File: src/design/sm3c_pkg.sv
// types, constants and helper functions of the sm3 compression core
package sm3c_pkg;

	localparam logic [31:0] T_LOW  = 32'h79CC4519;
	localparam logic [31:0] T_HIGH = 32'h7A879D8A;
	localparam logic [31:0] T_HIGH_ROT16 = {T_HIGH[15:0], T_HIGH[31:16]};

	localparam logic [31:0] IV [8] = '{
		32'h7380166F, 32'h4914B2B9, 32'h172442D7, 32'hDA8A0600,
		32'hA96F30BC, 32'h163138AA, 32'hE38DEE4D, 32'hB0FB0E4E
	};

	localparam logic [3:0] WORD_LAST  = 4'd15;
	localparam logic [5:0] ROUND_LAST = 6'd63;
	localparam logic [5:0] ROUND_SWAP = 6'd15;
	localparam logic [2:0] DIGEST_LAST = 3'd7;

	typedef struct packed {
		logic [31:0] message_word;
		logic        first_block;
		logic        final_block;
	} msg_word_t;

	typedef struct packed {
		logic [31:0] digest_word;
		logic [2:0]  digest_index;
		logic        last_word;
	} digest_word_t;

	typedef struct packed {
		logic       shift_in;
		logic       load_iv;
		logic       init_work;
		logic       round;
		logic       low_rounds;
		logic       t_swap;
		logic       fold;
		logic       emit_load;
		logic [2:0] emit_idx;
	} dp_cmd_t;

	function automatic logic [31:0] rotl(input logic [31:0] x, input logic [4:0] n);
		logic [63:0] dbl;
		dbl = {x, x} << n;
		return dbl[63:32];
	endfunction

	function automatic logic [31:0] perm0(input logic [31:0] x);
		return x ^ rotl(x, 5'd9) ^ rotl(x, 5'd17);
	endfunction

	function automatic logic [31:0] perm1(input logic [31:0] x);
		return x ^ rotl(x, 5'd15) ^ rotl(x, 5'd23);
	endfunction

endpackage

File: src/design/sm3c_ctrl.sv
// sequencer: word loading, round count and digest emission
module sm3c_ctrl (
	input  logic                 clk,
	input  logic                 arst_n,
	input  logic                 msg_valid,
	output logic                 msg_stall,
	input  sm3c_pkg::msg_word_t  msg,
	output logic                 digest_valid,
	input  logic                 digest_stall,
	output sm3c_pkg::dp_cmd_t    cmd
);
	import sm3c_pkg::*;

	localparam logic [1:0] ST_LOAD  = 2'd0;
	localparam logic [1:0] ST_ROUND = 2'd1;
	localparam logic [1:0] ST_FOLD  = 2'd2;
	localparam logic [1:0] ST_EMIT  = 2'd3;

	logic [1:0] state_q;
	logic [3:0] pos_q;
	logic [5:0] round_q;
	logic [2:0] emit_q;
	logic       final_q;
	logic       valid_q;
	logic       msg_acc;
	logic       out_free;

	assign msg_stall    = (state_q != ST_LOAD);
	assign msg_acc      = msg_valid && !msg_stall;
	assign out_free     = !valid_q || !digest_stall;
	assign digest_valid = valid_q;

	always_comb begin
		cmd            = '0;
		cmd.shift_in   = msg_acc;
		cmd.load_iv    = msg_acc && (pos_q == '0) && msg.first_block;
		cmd.init_work  = msg_acc && (pos_q == WORD_LAST);
		cmd.round      = (state_q == ST_ROUND);
		cmd.low_rounds = (round_q[5:4] == 2'b00);
		cmd.t_swap     = (round_q == ROUND_SWAP);
		cmd.fold       = (state_q == ST_FOLD);
		cmd.emit_load  = (state_q == ST_EMIT) && out_free;
		cmd.emit_idx   = emit_q;
	end

	always_ff @(posedge clk or negedge arst_n) begin
		if (!arst_n) begin
			state_q <= ST_LOAD;
			pos_q   <= '0;
			round_q <= '0;
			emit_q  <= '0;
			final_q <= 1'b0;
			valid_q <= 1'b0;
		end else begin
			if (cmd.emit_load) begin
				valid_q <= 1'b1;
			end else if (!digest_stall) begin
				valid_q <= 1'b0;
			end
			unique case (state_q)
				ST_LOAD: begin
					if (msg_acc) begin
						pos_q <= pos_q + 4'd1;
						if (pos_q == WORD_LAST) begin
							final_q <= msg.final_block;
							round_q <= '0;
							state_q <= ST_ROUND;
						end
					end
				end
				ST_ROUND: begin
					round_q <= round_q + 6'd1;
					if (round_q == ROUND_LAST) begin
						state_q <= ST_FOLD;
					end
				end
				ST_FOLD: begin
					emit_q  <= '0;
					state_q <= final_q ? ST_EMIT : ST_LOAD;
				end
				ST_EMIT: begin
					if (out_free) begin
						emit_q <= emit_q + 3'd1;
						if (emit_q == DIGEST_LAST) begin
							state_q <= ST_LOAD;
						end
					end
				end
				default: state_q <= ST_LOAD;
			endcase
		end
	end

endmodule

File: src/design/sm3c_datapath.sv
// message schedule, round unit, chaining value and digest output register
module sm3c_datapath (
	input  logic                   clk,
	input  logic                   arst_n,
	input  sm3c_pkg::msg_word_t    msg,
	input  sm3c_pkg::dp_cmd_t      cmd,
	output sm3c_pkg::digest_word_t digest
);
	import sm3c_pkg::*;

	logic [31:0] w_q [16];
	logic [31:0] cv_q [8];
	logic [31:0] a_q, b_q, c_q, d_q, e_q, f_q, g_q, h_q;
	logic [31:0] tj_q;
	digest_word_t out_q;

	logic [31:0] w_next, a12, ss1, ss2, ff, gg, tt1, tt2;

	always_comb begin
		w_next = perm1(w_q[0] ^ w_q[7] ^ rotl(w_q[13], 5'd15))
			^ rotl(w_q[3], 5'd7) ^ w_q[10];
		a12 = rotl(a_q, 5'd12);
		ss1 = rotl(a12 + e_q + tj_q, 5'd7);
		ss2 = ss1 ^ a12;
		if (cmd.low_rounds) begin
			ff = a_q ^ b_q ^ c_q;
			gg = e_q ^ f_q ^ g_q;
		end else begin
			ff = (a_q & b_q) | (a_q & c_q) | (b_q & c_q);
			gg = (e_q & f_q) | (~e_q & g_q);
		end
		tt1 = ff + d_q + ss2 + (w_q[0] ^ w_q[4]);
		tt2 = gg + h_q + ss1 + w_q[0];
	end

	// block word shift line, W[j] sits at the head during round j
	always_ff @(posedge clk) begin
		if (cmd.shift_in || cmd.round) begin
			for (int i = 0; i < 15; i++) begin
				w_q[i] <= w_q[i+1];
			end
			w_q[15] <= cmd.shift_in ? msg.message_word : w_next;
		end
	end

	always_ff @(posedge clk or negedge arst_n) begin
		if (!arst_n) begin
			cv_q <= IV;
		end else if (cmd.load_iv) begin
			cv_q <= IV;
		end else if (cmd.fold) begin
			cv_q[0] <= cv_q[0] ^ a_q;
			cv_q[1] <= cv_q[1] ^ b_q;
			cv_q[2] <= cv_q[2] ^ c_q;
			cv_q[3] <= cv_q[3] ^ d_q;
			cv_q[4] <= cv_q[4] ^ e_q;
			cv_q[5] <= cv_q[5] ^ f_q;
			cv_q[6] <= cv_q[6] ^ g_q;
			cv_q[7] <= cv_q[7] ^ h_q;
		end
	end

	always_ff @(posedge clk) begin
		if (cmd.init_work) begin
			a_q  <= cv_q[0];
			b_q  <= cv_q[1];
			c_q  <= cv_q[2];
			d_q  <= cv_q[3];
			e_q  <= cv_q[4];
			f_q  <= cv_q[5];
			g_q  <= cv_q[6];
			h_q  <= cv_q[7];
			tj_q <= T_LOW;
		end else if (cmd.round) begin
			d_q  <= c_q;
			c_q  <= rotl(b_q, 5'd9);
			b_q  <= a_q;
			a_q  <= tt1;
			h_q  <= g_q;
			g_q  <= rotl(f_q, 5'd19);
			f_q  <= e_q;
			e_q  <= perm0(tt2);
			tj_q <= cmd.t_swap ? T_HIGH_ROT16 : rotl(tj_q, 5'd1);
		end
	end

	always_ff @(posedge clk) begin
		if (cmd.emit_load) begin
			out_q.digest_word  <= cv_q[cmd.emit_idx];
			out_q.digest_index <= cmd.emit_idx;
			out_q.last_word    <= (cmd.emit_idx == DIGEST_LAST);
		end
	end

	assign digest = out_q;

endmodule

File: src/design/sm3_compression.sv
// sm3 compression core top level
//
// msg channel: one 32-bit word of a padded 512-bit block per transfer, most
// significant word of the block first. first_block on the first word of a
// block reloads the initial vector; final_block on the sixteenth word asks
// for the digest once that block is compressed.
// digest channel: eight words, index 0 (most significant) to 7, with
// last_word set on the eighth.
// Timing: the sixteen words of a block are taken one per cycle. The
// sixteenth word starts 64 rounds at one round per cycle in the round unit,
// followed by a fold state that folds the result into the chaining value.
// msg_stall is high for the rounds and the fold. On a final block the
// digest words follow at one per cycle while digest_stall is low, through
// the emit state and then the output register after the fold; msg_stall
// stays high until the eighth word has been loaded.
// A digest stall holds the output register and the emission sequence; words
// of the next block are taken while the last digest word still waits.
// Reset sets the chaining value to the initial vector, clears the word
// position and drops digest_valid.
module sm3_compression (
	input  logic                   clk,
	input  logic                   arst_n,
	input  logic                   msg_valid,
	output logic                   msg_stall,
	input  sm3c_pkg::msg_word_t    msg,
	output logic                   digest_valid,
	input  logic                   digest_stall,
	output sm3c_pkg::digest_word_t digest
);
	import sm3c_pkg::*;

	dp_cmd_t cmd;

	sm3c_ctrl u_ctrl (
		.clk          (clk),
		.arst_n       (arst_n),
		.msg_valid    (msg_valid),
		.msg_stall    (msg_stall),
		.msg          (msg),
		.digest_valid (digest_valid),
		.digest_stall (digest_stall),
		.cmd          (cmd)
	);

	sm3c_datapath u_datapath (
		.clk    (clk),
		.arst_n (arst_n),
		.msg    (msg),
		.cmd    (cmd),
		.digest (digest)
	);

endmodule

File: config.mk
export PLATFORM = sky130hd
export DESIGN_NAME = sm3_compression
export DESIGN_NICKNAME = d
export VERILOG_FILES = /design/src/design/sm3c_pkg.sv /design/src/design/sm3c_ctrl.sv /design/src/design/sm3c_datapath.sv /design/src/design/sm3_compression.sv
export SDC_FILE = /design/constraint.sdc
export NUM_CORES = 2
export LEC_CHECK = 0
export BUFFER_PORTS_ARGS = -buffer_cell sky130_fd_sc_hd__buf_4
export CAP_MARGIN = 30
export CELL_PAD_IN_SITES_DETAIL_PLACEMENT = 2
export CELL_PAD_IN_SITES_GLOBAL_PLACEMENT = 2
export CORE_MARGIN = 2
export CORE_UTILIZATION = 30
export DETAILED_ROUTE_END_ITERATION = 6
export PLACE_DENSITY_LB_ADDON = 0.25
export RECOVER_POWER = 50
export SYNTH_ARGS = -nofsm -noshare
export SYNTH_HDL_FRONTEND = slang
export SYNTH_HIERARCHICAL = 1
export SYNTH_SLANG_ARGS = --single-unit
File: constraint.sdc
create_clock -name clk -period 12.1 [get_ports clk]
set_input_delay 0.605 -clock clk [delete_from_list [all_inputs] [get_ports clk]]
set_output_delay 0.605 -clock clk [all_outputs]
set_load 0.005 [all_outputs]
==> flow_summary.ini <==
[status]
status = finished with violations
violations = max-capacitance violations, max-slew violations

[synthesis]
synth_top_family_by_area = adder cells
synthMuxAreaShare_pct = 8.16
synth_area_leaders = edfxtp_1, dfrtp_1, fa_1
synth_area_um2 = 56300
synth_xor_area_share_pct = 8.73
async_flop_share_pct = 24.6
synthCells = 4263
synth_fp_nets = 4586
yosys.area.top_type_share_pct = 42.9
synth_area_per_cell_um2 = 13.2
ys_ff_latch = 1109
synth_warnings = 6
yosysUniqueCellTypes = 94
synth_top_area_cell = edfxtp_1
synth-compound-area-share_pct = 8.13
synth_adder_area_share_pct = 8.84
synth_ff_type = edfxtp_1
ys_seq_area_share_pct = 56.4
synth_edf_count = 804
synthSimpleGateAreaFrac_pct = 7.01

[final_layout]
regArea_um2 = 31800
multi_input_area_um2 = 23000
layout_common_cells = edfxtp_1, nand2_1, xnor2_1
final_net_count = 4670
layout-drive-gt1-share_pct = 16.9
layout_commonest_cell = edfxtp_1
fill_cells = 19108
area_growth_pct = 13.8
top_register = u_datapath/w_q
largest_reg_flops = 512

[hold_path]
min_path_type = in -> reg
worstHoldStart = msg[32]
worstHoldEndpoint = u_datapath/w_q[1][254]
hold-path-cell-count = 3

[timing]
finalHoldViolCount = 0
finalCritPeriodShare_pct = 75.4
skew_ps = 45.8
setup_violations = 0
max_freq_ghz = 0.110
fin_crit_ps = 9120
slew_viol_final = 806
tightest_slew_ps = 7620
whs_ps = 92.5
rsz0062_at_grt = no
tns_ps = 0
slew_headroom_pct = -408

[detailed_routing]
wirelength_um = 205000
wire_per_inst_um = 29.5
drc = 0
drtPass1Iterations = 5
vias = 35262
drt-initial-drc-count = 2628
vias_per_cell = 5.08
ant_nets = 0

[grt]
antenna_found_initial = 20
grt_max_degree = 207
grt.overflow.total = 0
grt_use_total_pct = 21.4
grt_pass1_wl_um = 291000
grt_pass1_vias = 37421

[critical_path]
critical_path_class = reg -> reg
crit_path_max_fanout = 147
reg2reg_from = u_ctrl/state_q[1]
ff2ff_path_depth = 5
crit_required_ps = 12800
endpoint_kind = register
worstPathArrival_ps = 9820
r2r_slack_ps = 2980
r2r_end = u_datapath/cv_q[184]
critPathLaunchType = register

[floorplan]
core-area_um2 = 186000
start_util_pct = 30.3
dieArea_um2 = 191000
ioPinCount = 76
dieHeight_um = 437
die_w_um = 437
rows = 158

[clock_tree]
clock_latency_ps = 800
cts.htree.levels = 4
cts_made_buffers = 131
cts.sink_count = 1109
cts_tree = built
path_clk_slew_ps = 60
ctsLongestPathBuffers = 3
root_buffer = clkbuf_16

[job]
cap_violations = 17

[place]
place_congestion = 0.915
portBuffers = 75
place_hpwl_um = 150000
[per-stage QoR]
stage                     worst slack, ps  cells  cell area, um^2  utilization, %
after floorplan                      4040   4263            56300               -
after global placement               4020   6687            59800            32.1
after detailed placement             3840   6689            59800            32.1
after CTS                            3770   6929            64100            34.5
after global routing                 2190   6934            64100            34.4
final                                2980   6937            64100            34.4
[repair_timing]
item	CTS	global route
hold buffers	1	0
gates resized for setup	0	0
endpoints found under the hold margin	52	0
buffers inserted	0	0
[cells by family (layout without fill, tap and decap cells)]
logic type / after synthesis / in the layout
buffers and inverters: 401 / 591
adders and majority gates: 285 / 285
xor gates and xnor gates: 539 / 539
muxes: 345 / 345
other: 0 / 4
DFF: 1109 / 1109
and+or+nand+nor: 852 / 852
AOI/OAI and AO/OA: 732 / 732
[layout make-up]
| class | count | area share [%] |
|---|---|---|
| flip-flops and latches | 1109 | 49.6 |
| clock buffers | 171 | 5.48 |
| clock inverters | 68 | 1.30 |
| repair buffers | 123 | 1.49 |
| inverters | 229 | 1.34 |
| multi-input cells | 2753 | 36.0 |
| diodes | 4 | 0.0156 |
| well taps | 2480 | 4.84 |
[how the worst max path moves through the flow]
stage / start / to / slack [ps] / cells after the start
floorplan: msg_valid / u_datapath/w_q[0][0] / 4040 / 4
global placement: u_datapath/a_q[28] / u_datapath/e_q[6] / 4020 / 25
detailed placement: u_datapath/a_q[21] / u_datapath/a_q[23] / 3840 / 31
CTS: u_datapath/a_q[21] / u_datapath/a_q[23] / 3770 / 31
global route: u_ctrl/state_q[1] / u_datapath/cv_q[40] / 2190 / 5
finish: u_ctrl/state_q[1] / u_datapath/cv_q[184] / 2980 / 5
[critical path, cell delays in order, from the launching register on]
cell      delay (ps)
dfrtp_1          590
nor3b_4          260
clkbuf_1         450
and4_1          1560
clkbuf_1        5220
o21bai_1         580
[Yosys cell counts (all sizes together) (119+ instances only)]
| cell type | instances |
|---|---|
| o21ai | 175 |
| xor2 | 219 |
| clkbuf | 142 |
| xnor2 | 307 |
| fa | 188 |
| a21oi | 257 |
| o21bai | 130 |
| nor2 | 218 |
| nand2 | 313 |
| edfxtp | 804 |
| inv | 229 |
| mux2 | 267 |
| and3 | 127 |
| dfstp | 119 |
| dfrtp | 154 |
[per-layer routing]
metal,track usage (%),up-vias,wire [um]
met3,3.10,206,8880
met5,0,-,34
met1,28.9,19000,90300
met4,5.82,4,5550
li1,-,15353,-
met2,35.7,699,99900
Power is not shown: default switching activity piles up to over one toggle a cycle in this logic, so the estimate is an artifact.
